===== config.mk =====
export PLATFORM = sky130hd
export DESIGN_NAME = eye_animation_frame_sequencer_unit
export DESIGN_NICKNAME = d
export VERILOG_FILES = /design/src/hw/rtl/eafs_pkg.sv /design/src/hw/rtl/eye_animation_frame_sequencer_unit.sv /design/src/hw/rtl/eafs_alu.sv /design/src/hw/rtl/eafs_seq.sv
export SDC_FILE = /design/constraint.sdc
export NUM_CORES = 1
export LEC_CHECK = 0
export BUFFER_PORTS_ARGS = -buffer_cell sky130_fd_sc_hd__buf_2
export CORE_MARGIN = 2
export CORE_UTILIZATION = 60
export CTS_BUF_LIST = sky130_fd_sc_hd__clkbuf_8 sky130_fd_sc_hd__clkbuf_16
export DETAILED_ROUTE_END_ITERATION = 7
export PLACE_DENSITY = 0.81
export RECOVER_POWER = 50
export SYNTH_ARGS = -nofsm -noshare
export SYNTH_HDL_FRONTEND = slang
export SYNTH_SLANG_ARGS = --single-unit

===== constraint.sdc =====
create_clock -name aclk -period 6.3 [get_ports aclk]
set_clock_uncertainty 0.15 [all_clocks]
set_input_delay 1.575 -clock aclk [delete_from_list [all_inputs] [get_ports aclk]]
set_output_delay 1.575 -clock aclk [all_outputs]
set_load 0.01 [all_outputs]

===== src/hw/rtl/eafs_pkg.sv =====
`timescale 1ns / 1ps
`default_nettype none

package eafs_pkg;

    localparam int ANIM_W     = 2;
    localparam int FRAME_W    = 3;
    localparam int IMAGE_W    = 3;
    localparam int DELTA_W    = 12;
    localparam int ELAPSED_W  = 13;
    localparam int TIMER_W    = 16;
    localparam int ALU_W      = 17;
    localparam int MS_W       = 8;
    localparam int BIAS_W     = 10;
    localparam int CFG_IDX_W  = 8;
    localparam int CFG_DATA_W = 16;

    localparam logic [ANIM_W-1:0] ANIM_IDLE  = 2'd0;
    localparam logic [ANIM_W-1:0] ANIM_BLINK = 2'd1;
    localparam logic [ANIM_W-1:0] ANIM_LEFT  = 2'd2;
    localparam logic [ANIM_W-1:0] ANIM_RIGHT = 2'd3;

    localparam logic [IMAGE_W-1:0] IMG_OPEN   = 3'd0;
    localparam logic [IMAGE_W-1:0] IMG_FOCUS  = 3'd1;
    localparam logic [IMAGE_W-1:0] IMG_HALF   = 3'd2;
    localparam logic [IMAGE_W-1:0] IMG_CLOSED = 3'd3;
    localparam logic [IMAGE_W-1:0] IMG_LEFT   = 3'd4;
    localparam logic [IMAGE_W-1:0] IMG_RIGHT  = 3'd5;

    localparam logic OP_TICK    = 1'b0;
    localparam logic OP_TRIGGER = 1'b1;

    localparam logic [CFG_IDX_W-1:0] REG_BLINK_ENABLE    = 8'd0;
    localparam logic [CFG_IDX_W-1:0] REG_BLINK_INTERVAL  = 8'd1;
    localparam logic [CFG_IDX_W-1:0] REG_MOVEMENT_ENABLE = 8'd2;
    localparam logic [CFG_IDX_W-1:0] REG_HORIZONTAL_BIAS = 8'd3;

    localparam logic signed [BIAS_W-1:0] GAZE_THRESHOLD   = 10'sd90;
    localparam logic signed [BIAS_W-1:0] BIAS_LIMIT       = 10'sd256;
    localparam logic [TIMER_W-1:0]       DEFAULT_INTERVAL = 16'd1000;

    typedef struct packed {
        logic [IMAGE_W-1:0] frame_image;
        logic [FRAME_W-1:0] frame_position;
        logic [ANIM_W-1:0]  current_animation;
    } result_t;

    typedef struct packed {
        logic             ge;
        logic [ALU_W-1:0] diff;
    } alu_res_t;

    function automatic logic [MS_W-1:0] frame_ms_f(input logic [ANIM_W-1:0] anim);
        logic [MS_W-1:0] ms;
        case (anim)
            ANIM_IDLE:  ms = 8'd140;
            ANIM_BLINK: ms = 8'd45;
            default:    ms = 8'd120;
        endcase
        return ms;
    endfunction

    function automatic logic [FRAME_W-1:0] frame_count_f(input logic [ANIM_W-1:0] anim);
        logic [FRAME_W-1:0] cnt;
        case (anim)
            ANIM_BLINK: cnt = 3'd5;
            default:    cnt = 3'd2;
        endcase
        return cnt;
    endfunction

    function automatic logic loops_f(input logic [ANIM_W-1:0] anim);
        return anim != ANIM_BLINK;
    endfunction

    function automatic logic [IMAGE_W-1:0] frame_image_f(input logic [ANIM_W-1:0] anim,
                                                         input logic [FRAME_W-1:0] pos);
        logic [IMAGE_W-1:0] img;
        img = IMG_OPEN;
        case (anim)
            ANIM_IDLE: begin
                if (pos == 3'd1) img = IMG_FOCUS;
            end
            ANIM_BLINK: begin
                case (pos)
                    3'd1, 3'd3: img = IMG_HALF;
                    3'd2:       img = IMG_CLOSED;
                    default:    img = IMG_OPEN;
                endcase
            end
            ANIM_LEFT: begin
                if (pos == 3'd0) img = IMG_LEFT;
                else if (pos == 3'd1) img = IMG_FOCUS;
            end
            default: begin
                if (pos == 3'd0) img = IMG_RIGHT;
                else if (pos == 3'd1) img = IMG_FOCUS;
            end
        endcase
        return img;
    endfunction

endpackage

`default_nettype wire


===== src/hw/rtl/eye_animation_frame_sequencer_unit.sv =====
// Channel  Direction  Beat fields (low bit up)
// s_       in         tdata: tick_ms[11:0], animation_select[13:12]; tuser: opcode
// m_       out        tdata: frame_image[2:0], frame_position[5:3], current_animation[7:6]
// cfg_     in         cfg_index selects register, cfg_data holds value (always ready)
//
// A trigger beat is taken in the idle state and gives no result. A tick beat that starts an animation
// goes from the base step to the output step; any other tick runs the loop step for each frame it
// advances and once more (at most 37 frames, for a 4095 ms tick that runs out a blink and goes on over 120 ms frames):
// one compare-subtract unit steps the frame time once per cycle.
// s_tready is low while a tick is being worked; one finished result waits in the output
// register and the next beat is still accepted. A second result holds the sequencer in its
// output step until m_tready frees the register. Reset is synchronous; no clearing pass.
`timescale 1ns / 1ps
`default_nettype none

module eye_animation_frame_sequencer_unit
    import eafs_pkg::*;
(
    input  wire logic                  aclk,
    input  wire logic                  aresetn,
    input  wire logic                  s_tvalid,
    output logic                       s_tready,
    input  wire logic [15:0]           s_tdata,   // tick_ms[11:0], animation_select[13:12]
    input  wire logic                  s_tuser,   // opcode
    output logic                       m_tvalid,
    input  wire logic                  m_tready,
    output logic [7:0]                 m_tdata,   // frame_image, frame_position, animation
    input  wire logic                  cfg_valid,
    output logic                       cfg_ready,
    input  wire logic [CFG_IDX_W-1:0]  cfg_index,
    input  wire logic [CFG_DATA_W-1:0] cfg_data
);

    logic    out_valid_reg, out_valid_next;
    result_t out_reg;
    logic    res_ready;
    logic    res_valid;
    result_t res;

    assign res_ready = !out_valid_reg || m_tready;
    assign cfg_ready = 1'b1;

    eafs_seq u_seq (
        .aclk      (aclk),
        .aresetn   (aresetn),
        .in_valid  (s_tvalid),
        .in_ready  (s_tready),
        .in_opcode (s_tuser),
        .in_delta  (s_tdata[DELTA_W-1:0]),
        .in_sel    (s_tdata[DELTA_W+ANIM_W-1:DELTA_W]),
        .cfg_valid (cfg_valid),
        .cfg_index (cfg_index),
        .cfg_data  (cfg_data),
        .res_ready (res_ready),
        .res_valid (res_valid),
        .res       (res)
    );

    // hold the result until the beat is taken
    always_comb begin
        out_valid_next = out_valid_reg;
        if (m_tready) out_valid_next = 1'b0;
        if (res_valid) out_valid_next = 1'b1;
    end

    always_ff @(posedge aclk) begin
        if (!aresetn) begin
            out_valid_reg <= 1'b0;
        end else begin
            out_valid_reg <= out_valid_next;
        end
        if (res_valid) out_reg <= res;
    end

    assign m_tvalid = out_valid_reg;
    assign m_tdata  = {out_reg.current_animation, out_reg.frame_position, out_reg.frame_image};

endmodule

`default_nettype wire


===== src/hw/rtl/eafs_alu.sv =====
`timescale 1ns / 1ps
`default_nettype none

module eafs_alu
    import eafs_pkg::*;
(
    input  wire logic [ALU_W-1:0] op_a,
    input  wire logic [ALU_W-1:0] op_b,
    output alu_res_t              res
);

    logic [ALU_W:0] wide_diff;

    // borrow out of the top bit means a < b
    assign wide_diff = {1'b0, op_a} - {1'b0, op_b};
    assign res.ge    = ~wide_diff[ALU_W];
    assign res.diff  = wide_diff[ALU_W-1:0];

endmodule

`default_nettype wire


===== src/hw/rtl/eafs_seq.sv =====
`timescale 1ns / 1ps
`default_nettype none

module eafs_seq
    import eafs_pkg::*;
(
    input  wire logic                  aclk,
    input  wire logic                  aresetn,
    input  wire logic                  in_valid,
    output logic                       in_ready,
    input  wire logic                  in_opcode,
    input  wire logic [DELTA_W-1:0]    in_delta,
    input  wire logic [ANIM_W-1:0]     in_sel,
    input  wire logic                  cfg_valid,
    input  wire logic [CFG_IDX_W-1:0]  cfg_index,
    input  wire logic [CFG_DATA_W-1:0] cfg_data,
    input  wire logic                  res_ready,
    output logic                       res_valid,
    output result_t                    res
);

    localparam logic [1:0] S_IDLE = 2'd0;
    localparam logic [1:0] S_BASE = 2'd1;
    localparam logic [1:0] S_LOOP = 2'd2;
    localparam logic [1:0] S_OUT  = 2'd3;

    logic [1:0]               state_reg, state_next;
    logic [ANIM_W-1:0]        playing_reg, playing_next;
    logic [ANIM_W-1:0]        baseline_reg, baseline_next;
    logic [FRAME_W-1:0]       counter_reg, counter_next;
    logic [ELAPSED_W-1:0]     elapsed_reg, elapsed_next;
    logic [TIMER_W-1:0]       timer_reg, timer_next;
    logic                     pending_reg, pending_next;
    logic                     override_reg, override_next;
    logic                     blinking_reg, blinking_next;
    logic [DELTA_W-1:0]       delta_reg, delta_next;
    logic                     blink_en_reg, blink_en_next;
    logic [TIMER_W-1:0]       interval_reg, interval_next;
    logic                     move_en_reg, move_en_next;
    logic signed [BIAS_W-1:0] bias_reg, bias_next;

    logic [ALU_W-1:0]         alu_a, alu_b;
    alu_res_t                 alu_res;
    logic [ANIM_W-1:0]        want;
    logic                     started;
    logic [FRAME_W-1:0]       counter_inc;
    logic [FRAME_W-1:0]       shown_pos;
    logic [TIMER_W-1:0]       cfg_interval;
    logic signed [BIAS_W-1:0] cfg_bias;

    eafs_alu u_alu (
        .op_a (alu_a),
        .op_b (alu_b),
        .res  (alu_res)
    );

    // the base step compares the blink timer, every loop step the frame time
    always_comb begin
        if (state_reg == S_BASE) begin
            alu_a = {1'b0, timer_reg} + {{(ALU_W-DELTA_W){1'b0}}, delta_reg};
            alu_b = {1'b0, interval_reg};
        end else begin
            alu_a = {{(ALU_W-ELAPSED_W){1'b0}}, elapsed_reg};
            alu_b = {{(ALU_W-MS_W){1'b0}}, frame_ms_f(playing_reg)};
        end
    end

    always_comb begin
        if (!move_en_reg) want = ANIM_IDLE;
        else if (bias_reg <= -GAZE_THRESHOLD) want = ANIM_LEFT;
        else if (bias_reg >= GAZE_THRESHOLD) want = ANIM_RIGHT;
        else want = ANIM_IDLE;
    end

    assign counter_inc  = counter_reg + 3'd1;
    assign shown_pos    = (counter_reg > 3'd4) ? 3'd0 : counter_reg;
    assign cfg_interval = (cfg_data == '0) ? DEFAULT_INTERVAL : cfg_data[TIMER_W-1:0];
    assign cfg_bias     = ($signed(cfg_data[BIAS_W-1:0]) > BIAS_LIMIT) ? BIAS_LIMIT :
                          ($signed(cfg_data[BIAS_W-1:0]) < -BIAS_LIMIT) ? -BIAS_LIMIT :
                          $signed(cfg_data[BIAS_W-1:0]);

    assign in_ready = (state_reg == S_IDLE);
    assign res.frame_image       = frame_image_f(playing_reg, shown_pos);
    assign res.frame_position    = shown_pos;
    assign res.current_animation = playing_reg;

    always_comb begin
        state_next    = state_reg;
        playing_next  = playing_reg;
        baseline_next = baseline_reg;
        counter_next  = counter_reg;
        elapsed_next  = elapsed_reg;
        timer_next    = timer_reg;
        pending_next  = pending_reg;
        override_next = override_reg;
        blinking_next = blinking_reg;
        delta_next    = delta_reg;
        blink_en_next = blink_en_reg;
        interval_next = interval_reg;
        move_en_next  = move_en_reg;
        bias_next     = bias_reg;
        started       = 1'b0;
        res_valid     = 1'b0;

        case (state_reg)
            S_IDLE: begin
                if (in_valid) begin
                    if (in_opcode == OP_TRIGGER) begin
                        playing_next  = in_sel;
                        counter_next  = '0;
                        elapsed_next  = '0;
                        override_next = !loops_f(in_sel);
                        blinking_next = (in_sel == ANIM_BLINK);
                        pending_next  = 1'b1;
                        if (loops_f(in_sel)) baseline_next = in_sel;
                        else timer_next = '0;
                    end else begin
                        delta_next = in_delta;
                        state_next = S_BASE;
                    end
                end
            end
            S_BASE: begin
                started = pending_reg;
                if (want != baseline_reg) begin
                    baseline_next = want;
                    if (!override_reg && playing_reg == baseline_reg) begin
                        playing_next = want;
                        counter_next = '0;
                        elapsed_next = '0;
                        started      = 1'b1;
                    end
                end
                pending_next = 1'b0;
                if (blink_en_reg) begin
                    if (!blinking_reg && !override_reg) begin
                        if (alu_res.ge) begin
                            // auto blink fires
                            playing_next  = ANIM_BLINK;
                            counter_next  = '0;
                            elapsed_next  = '0;
                            override_next = 1'b1;
                            blinking_next = 1'b1;
                            timer_next    = '0;
                            started       = 1'b1;
                        end else begin
                            timer_next = alu_a[TIMER_W-1:0];
                        end
                    end else if (blinking_reg) begin
                        timer_next = '0;
                    end
                end
                if (started) begin
                    state_next = S_OUT;
                end else begin
                    elapsed_next = elapsed_reg + {{(ELAPSED_W-DELTA_W){1'b0}}, delta_reg};
                    state_next   = S_LOOP;
                end
            end
            S_LOOP: begin
                if (alu_res.ge) begin
                    elapsed_next = alu_res.diff[ELAPSED_W-1:0];
                    if (counter_inc >= frame_count_f(playing_reg)) begin
                        counter_next = '0;
                        if (!loops_f(playing_reg)) begin
                            // blink done: resume baseline, keep leftover time
                            override_next = 1'b0;
                            blinking_next = 1'b0;
                            playing_next  = baseline_reg;
                            pending_next  = 1'b1;
                        end
                    end else begin
                        counter_next = counter_inc;
                    end
                end else begin
                    state_next = S_OUT;
                end
            end
            S_OUT: begin
                if (res_ready) begin
                    res_valid  = 1'b1;
                    state_next = S_IDLE;
                end
            end
            default: state_next = S_IDLE;
        endcase

        if (cfg_valid) begin
            case (cfg_index)
                REG_BLINK_ENABLE: begin
                    blink_en_next = cfg_data[0];
                    if (cfg_data[0]) begin
                        if (timer_reg > interval_reg) timer_next = interval_reg;
                    end else begin
                        timer_next    = '0;
                        blinking_next = 1'b0;
                    end
                end
                REG_BLINK_INTERVAL: begin
                    interval_next = cfg_interval;
                    if (timer_reg > cfg_interval) timer_next = cfg_interval;
                end
                REG_MOVEMENT_ENABLE: begin
                    move_en_next = cfg_data[0];
                    if (!cfg_data[0]) bias_next = '0;
                end
                REG_HORIZONTAL_BIAS: begin
                    bias_next = cfg_bias;
                end
                default: ;
            endcase
        end
    end

    always_ff @(posedge aclk) begin
        if (!aresetn) begin
            state_reg    <= S_IDLE;
            playing_reg  <= ANIM_IDLE;
            baseline_reg <= ANIM_IDLE;
            counter_reg  <= '0;
            elapsed_reg  <= '0;
            timer_reg    <= '0;
            pending_reg  <= 1'b1;
            override_reg <= 1'b0;
            blinking_reg <= 1'b0;
            blink_en_reg <= 1'b0;
            interval_reg <= DEFAULT_INTERVAL;
            move_en_reg  <= 1'b0;
            bias_reg     <= '0;
        end else begin
            state_reg    <= state_next;
            playing_reg  <= playing_next;
            baseline_reg <= baseline_next;
            counter_reg  <= counter_next;
            elapsed_reg  <= elapsed_next;
            timer_reg    <= timer_next;
            pending_reg  <= pending_next;
            override_reg <= override_next;
            blinking_reg <= blinking_next;
            blink_en_reg <= blink_en_next;
            interval_reg <= interval_next;
            move_en_reg  <= move_en_next;
            bias_reg     <= bias_next;
        end
        delta_reg <= delta_next;
    end

    a_counter_in_range: assert property (@(posedge aclk) disable iff (!aresetn)
        state_reg == S_IDLE |-> counter_reg < frame_count_f(playing_reg))
        else $error("frame counter beyond animation length");

    a_elapsed_settled: assert property (@(posedge aclk) disable iff (!aresetn)
        state_reg == S_IDLE |-> elapsed_reg < {{(ELAPSED_W-MS_W){1'b0}}, frame_ms_f(playing_reg)})
        else $error("frame time left unconsumed after tick");

    a_override_is_blink: assert property (@(posedge aclk) disable iff (!aresetn)
        override_reg == (playing_reg == ANIM_BLINK))
        else $error("override flag out of step with playing animation");

    a_blinking_needs_override: assert property (@(posedge aclk) disable iff (!aresetn)
        blinking_reg |-> override_reg)
        else $error("blink in progress without override");

    a_baseline_loops: assert property (@(posedge aclk) disable iff (!aresetn)
        baseline_reg != ANIM_BLINK)
        else $error("one-shot animation taken as baseline");

endmodule

`default_nettype wire


==> results_dict.tcl <==
set metrics [dict create \
    synth_cell_type_count 79 \
    dpl.hpwl_mm 15.9 \
    hold_path_end "u_seq.interval_reg[2]$_SDFFE_PN0P_" \
    cpPeakStageDelay_ns 0.45 \
    fp.dieW_um 116 \
    ant_nets 0 \
    p_leak_nw 3.55 \
    synthFlopType "dfxtp_1" \
    antenna_found_initial 0 \
    rows 40 \
    syn_nets 1074 \
    num_antenna_cells 0 \
    rsz0062_at_grt "no" \
    cts_root_buf "clkbuf_16" \
    cts_hold_buf 0 \
    cts.htree.levels 3 \
    numCtsBuffers 9 \
    worstRegToRegCells 15 \
    worst_ep_arrival_time_ns 5.21 \
    die-area_um2 13500 \
    wl_per_cell_um 18.0 \
    cpMaxStageDelayCell "fa_1" \
    status "finished with violations" \
    timing.rr.end "u_seq.playing_reg[0]$_SDFFE_PN0P_" \
    crit_type "reg2reg" \
    finalSetupTns_ns 0 \
    yosys_warnings 0 \
    start_util 0.621 \
    end_kind "register" \
    core_area_um2 12200 \
    report.final.slew_viol_count 37 \
    route.detailed.drc 0 \
    final_cells 1149 \
    ir_worst_vdd_v 0.000149 \
    cts_setup_buffers 0 \
    synth_edf_count 20 \
    clk_latency_ns 0.36 \
    gr-usage-all-layers 0.320 \
    fin_nets 1106 \
    synth-seq-cells 90 \
    powerDensity_nw_per_um2 297 \
    worst_pin_slew_ns 2.01 \
    cts_resized 0 \
    path_common_cell "ha_1" \
    clockBufferDepth 2 \
    grt_pass1_vias 6670 \
    syn2layout_area_growth_pct 8.55 \
    tritoncts "done" \
    worstPathRequired_ns 6.40 \
    min_period_over_period 0.812 \
    ios 57 \
    grt_max_degree 42 \
    timing.final.crit_period_ns 5.11 \
    drt_first_pass_iters 6 \
    rrSetupSlack_ns 1.19 \
    cap_violations 1 \
    io_buffers 53 \
    gp_congestion 0.966 \
    fmax_mhz 196 \
    drt_wl_total_mm 20.7 \
    finalHoldViolCount 0 \
    syn_inst 944 \
    path_cells "ha_1 -> fa_1 -> a211oi_2 -> o211ai_2 -> a221o_1 -> o21ai_0 -> xnor2_1 -> mux2_2 -> ha_1 -> nand4_1 -> or2_2 -> o21ai_2 -> a41oi_1 -> o21bai_1 -> a32o_1" \
    syn_area_um2 7550 \
    worstSetupStartpointType "register" \
    yosysSeqAreaShare 0.265 \
    num_vias 7302 \
    grt_pass1_wl_mm 33.9 \
    path_buf_inv 0 \
    cts.sinks 90 \
    placedCellCount 1133 \
    grt.overflow.total 0 \
    drt_iter0_drc 597 \
    die_h_um 116 \
    min_from "u_seq.interval_reg[2]$_SDFFE_PN0P_" \
    ys_async_sr_fraction 0 \
    cp_max_fo 12 \
    hold_depth 2 \
    slew_headroom -0.341 \
    hold_path.class "reg2reg" \
    worstSetupPathDepth 15 \
    via_per_inst 6.36 \
    timing.rr.start "u_seq.delta_reg[0]$_DFFE_PP_" \
    setup_viol 0 \
    syn_avg_cell_area_um2 8.00 \
    drive_gt1_frac 0.0897 \
    clkTransAtPathRegs_ns 0.07 \
    critical_path.top_delay_family "compound AO/OA/AOI/OAI gates" \
    violations "max-capacitance violations, max-slew violations" \
]
==> how the worst max path moves through the flow <==
stage,from,end,slack [ns]
final,u_seq.delta_reg[0]$_DFFE_PP_,u_seq.playing_reg[0]$_SDFFE_PN0P_,1.19
after CTS,u_seq.delta_reg[0]$_DFFE_PP_,u_seq.elapsed_reg[9]$_SDFFE_PN0P_,1.20
after detailed placement,cfg_data[0],u_seq.timer_reg[14]$_SDFF_PN0_,1.09
after global routing,u_seq.delta_reg[0]$_DFFE_PP_,u_seq.elapsed_reg[5]$_SDFFE_PN0P_,0.90
after global placement,cfg_data[0],u_seq.timer_reg[14]$_SDFF_PN0_,1.13
after floorplan,cfg_data[0],u_seq.timer_reg[14]$_SDFF_PN0_,1.71
==> layout by cell type, fill, tap and decap left out, types with 7 or more instances in the layout <==
cell       instances
a211o_1           10
a211oi_1           9
a21o_1            17
a21oi_1           75
a22oi_1           22
and3_1            15
buf_2             41
clkbuf_1          14
clkbuf_16         10
dfxtp_1           70
edfxtp_1          20
ha_1              80
inv_1             56
mux2_2             7
mux2i_1           16
nand2_1           95
nand2b_1          17
nand3_1           21
nand4_1           11
nor2_1            82
nor2b_1           15
nor3_1            20
nor4_1             9
o211ai_1          25
o21a_1            10
o21ai_0           56
o31ai_1           10
xnor2_1           16
xor2_1            14
==> cell usage after synthesis (5+ instances only) <==
cell | count | area [um^2]
nand2b_1 | 17 | 106
nor2b_1 | 15 | 93.8
o31ai_1 | 10 | 75.1
and3_1 | 15 | 93.8
mux2_2 | 7 | 78.8
mux2i_1 | 16 | 160
a21o_1 | 17 | 128
o21ai_0 | 56 | 280
nand4_1 | 11 | 68.8
o21a_1 | 10 | 75.1
nor3_1 | 20 | 100
nor2_1 | 82 | 308
a31oi_1 | 5 | 31.3
ha_1 | 81 | 1010
a211oi_1 | 9 | 67.6
a21oi_1 | 75 | 375
a41oi_1 | 5 | 43.8
buf_1 | 6 | 22.5
o22ai_1 | 5 | 31.3
o211ai_1 | 25 | 188
xor2_1 | 14 | 123
xnor2_1 | 16 | 140
nand2_1 | 95 | 357
inv_1 | 55 | 206
and2_1 | 5 | 31.3
or3_1 | 5 | 31.3
clkbuf_1 | 28 | 105
a221o_1 | 5 | 50.1
a22oi_1 | 22 | 165
nand3_1 | 21 | 105
edfxtp_1 | 20 | 601
nor4_1 | 9 | 56.3
a211o_1 | 10 | 87.6
or2_2 | 5 | 31.3
dfxtp_1 | 70 | 1400
==> area by class of cell <==
class / instances / area, um^2
clock inverter: 6 / 47.5
tap: 168 / 210
clock buffer: 10 / 250
timing repair buffer: 59 / 288
fill: 1089 / 3960
multi-input combinational: 760 / 5190
inverter: 56 / 210
sequential: 90 / 2000
==> where the power goes <==
part / internal [W] / switching [W] / total, W
Combinational: 0.000448 / 0.000738 / 0.00119
Clock: 0.000296 / 0.000248 / 0.000544
Sequential: 0.000639 / 0.0000680 / 0.000707
==> cell families (layout without fill, tap and decap cells) <==
logic type	after synthesis	after routing	synth area share
buf+inv	94	131	0.0485
other cells	1	1	0.000496
compound gates	307	307	0.276
xor+xnor	30	30	0.0348
flops	90	90	0.265
fa+ha+maj	84	84	0.142
simple gates	315	315	0.201
mux	23	23	0.0316
==> worst register-to-register path, delay by kind of cell (launching register included) <==
kind            cells  cell delay, ns
fa+ha+maj           3            1.05
xor+xnor            1            0.15
simple gates        2            0.51
mux                 1            0.29
flops               1            0.43
compound gates      8            2.44
==> metal layers <==
layer | up-vias | track usage | part of all wire
li1 | 3571 | - | -
met1 | 3407 | 0.445 | 0.45
met2 | 284 | 0.505 | 0.44
met3 | 40 | 0.0410 | 0.072
met4 | 0 | 0.129 | 0.034
met5 | - | 0 | 0
==> metrics by stage <==
step | util | instance area [um^2] | setup slack (ns) | hold WS, ns | total power, W
4_1_cts | 0.676 | 8220 | 1.20 | 0.330 | 0.00242
6_report | 0.674 | 8200 | 1.19 | 0.336 | 0.00244
3_3_place_gp | 0.652 | 7930 | 1.13 | 0.318 | 0.00186
2_1_floorplan | - | 7550 | 1.71 | 0.256 | 0.00162
5_1_grt | 0.674 | 8200 | 0.899 | 0.362 | 0.00260
3_5_place_dp | 0.652 | 7930 | 1.09 | 0.321 | 0.00188
(Power assumes the default switching activity.)
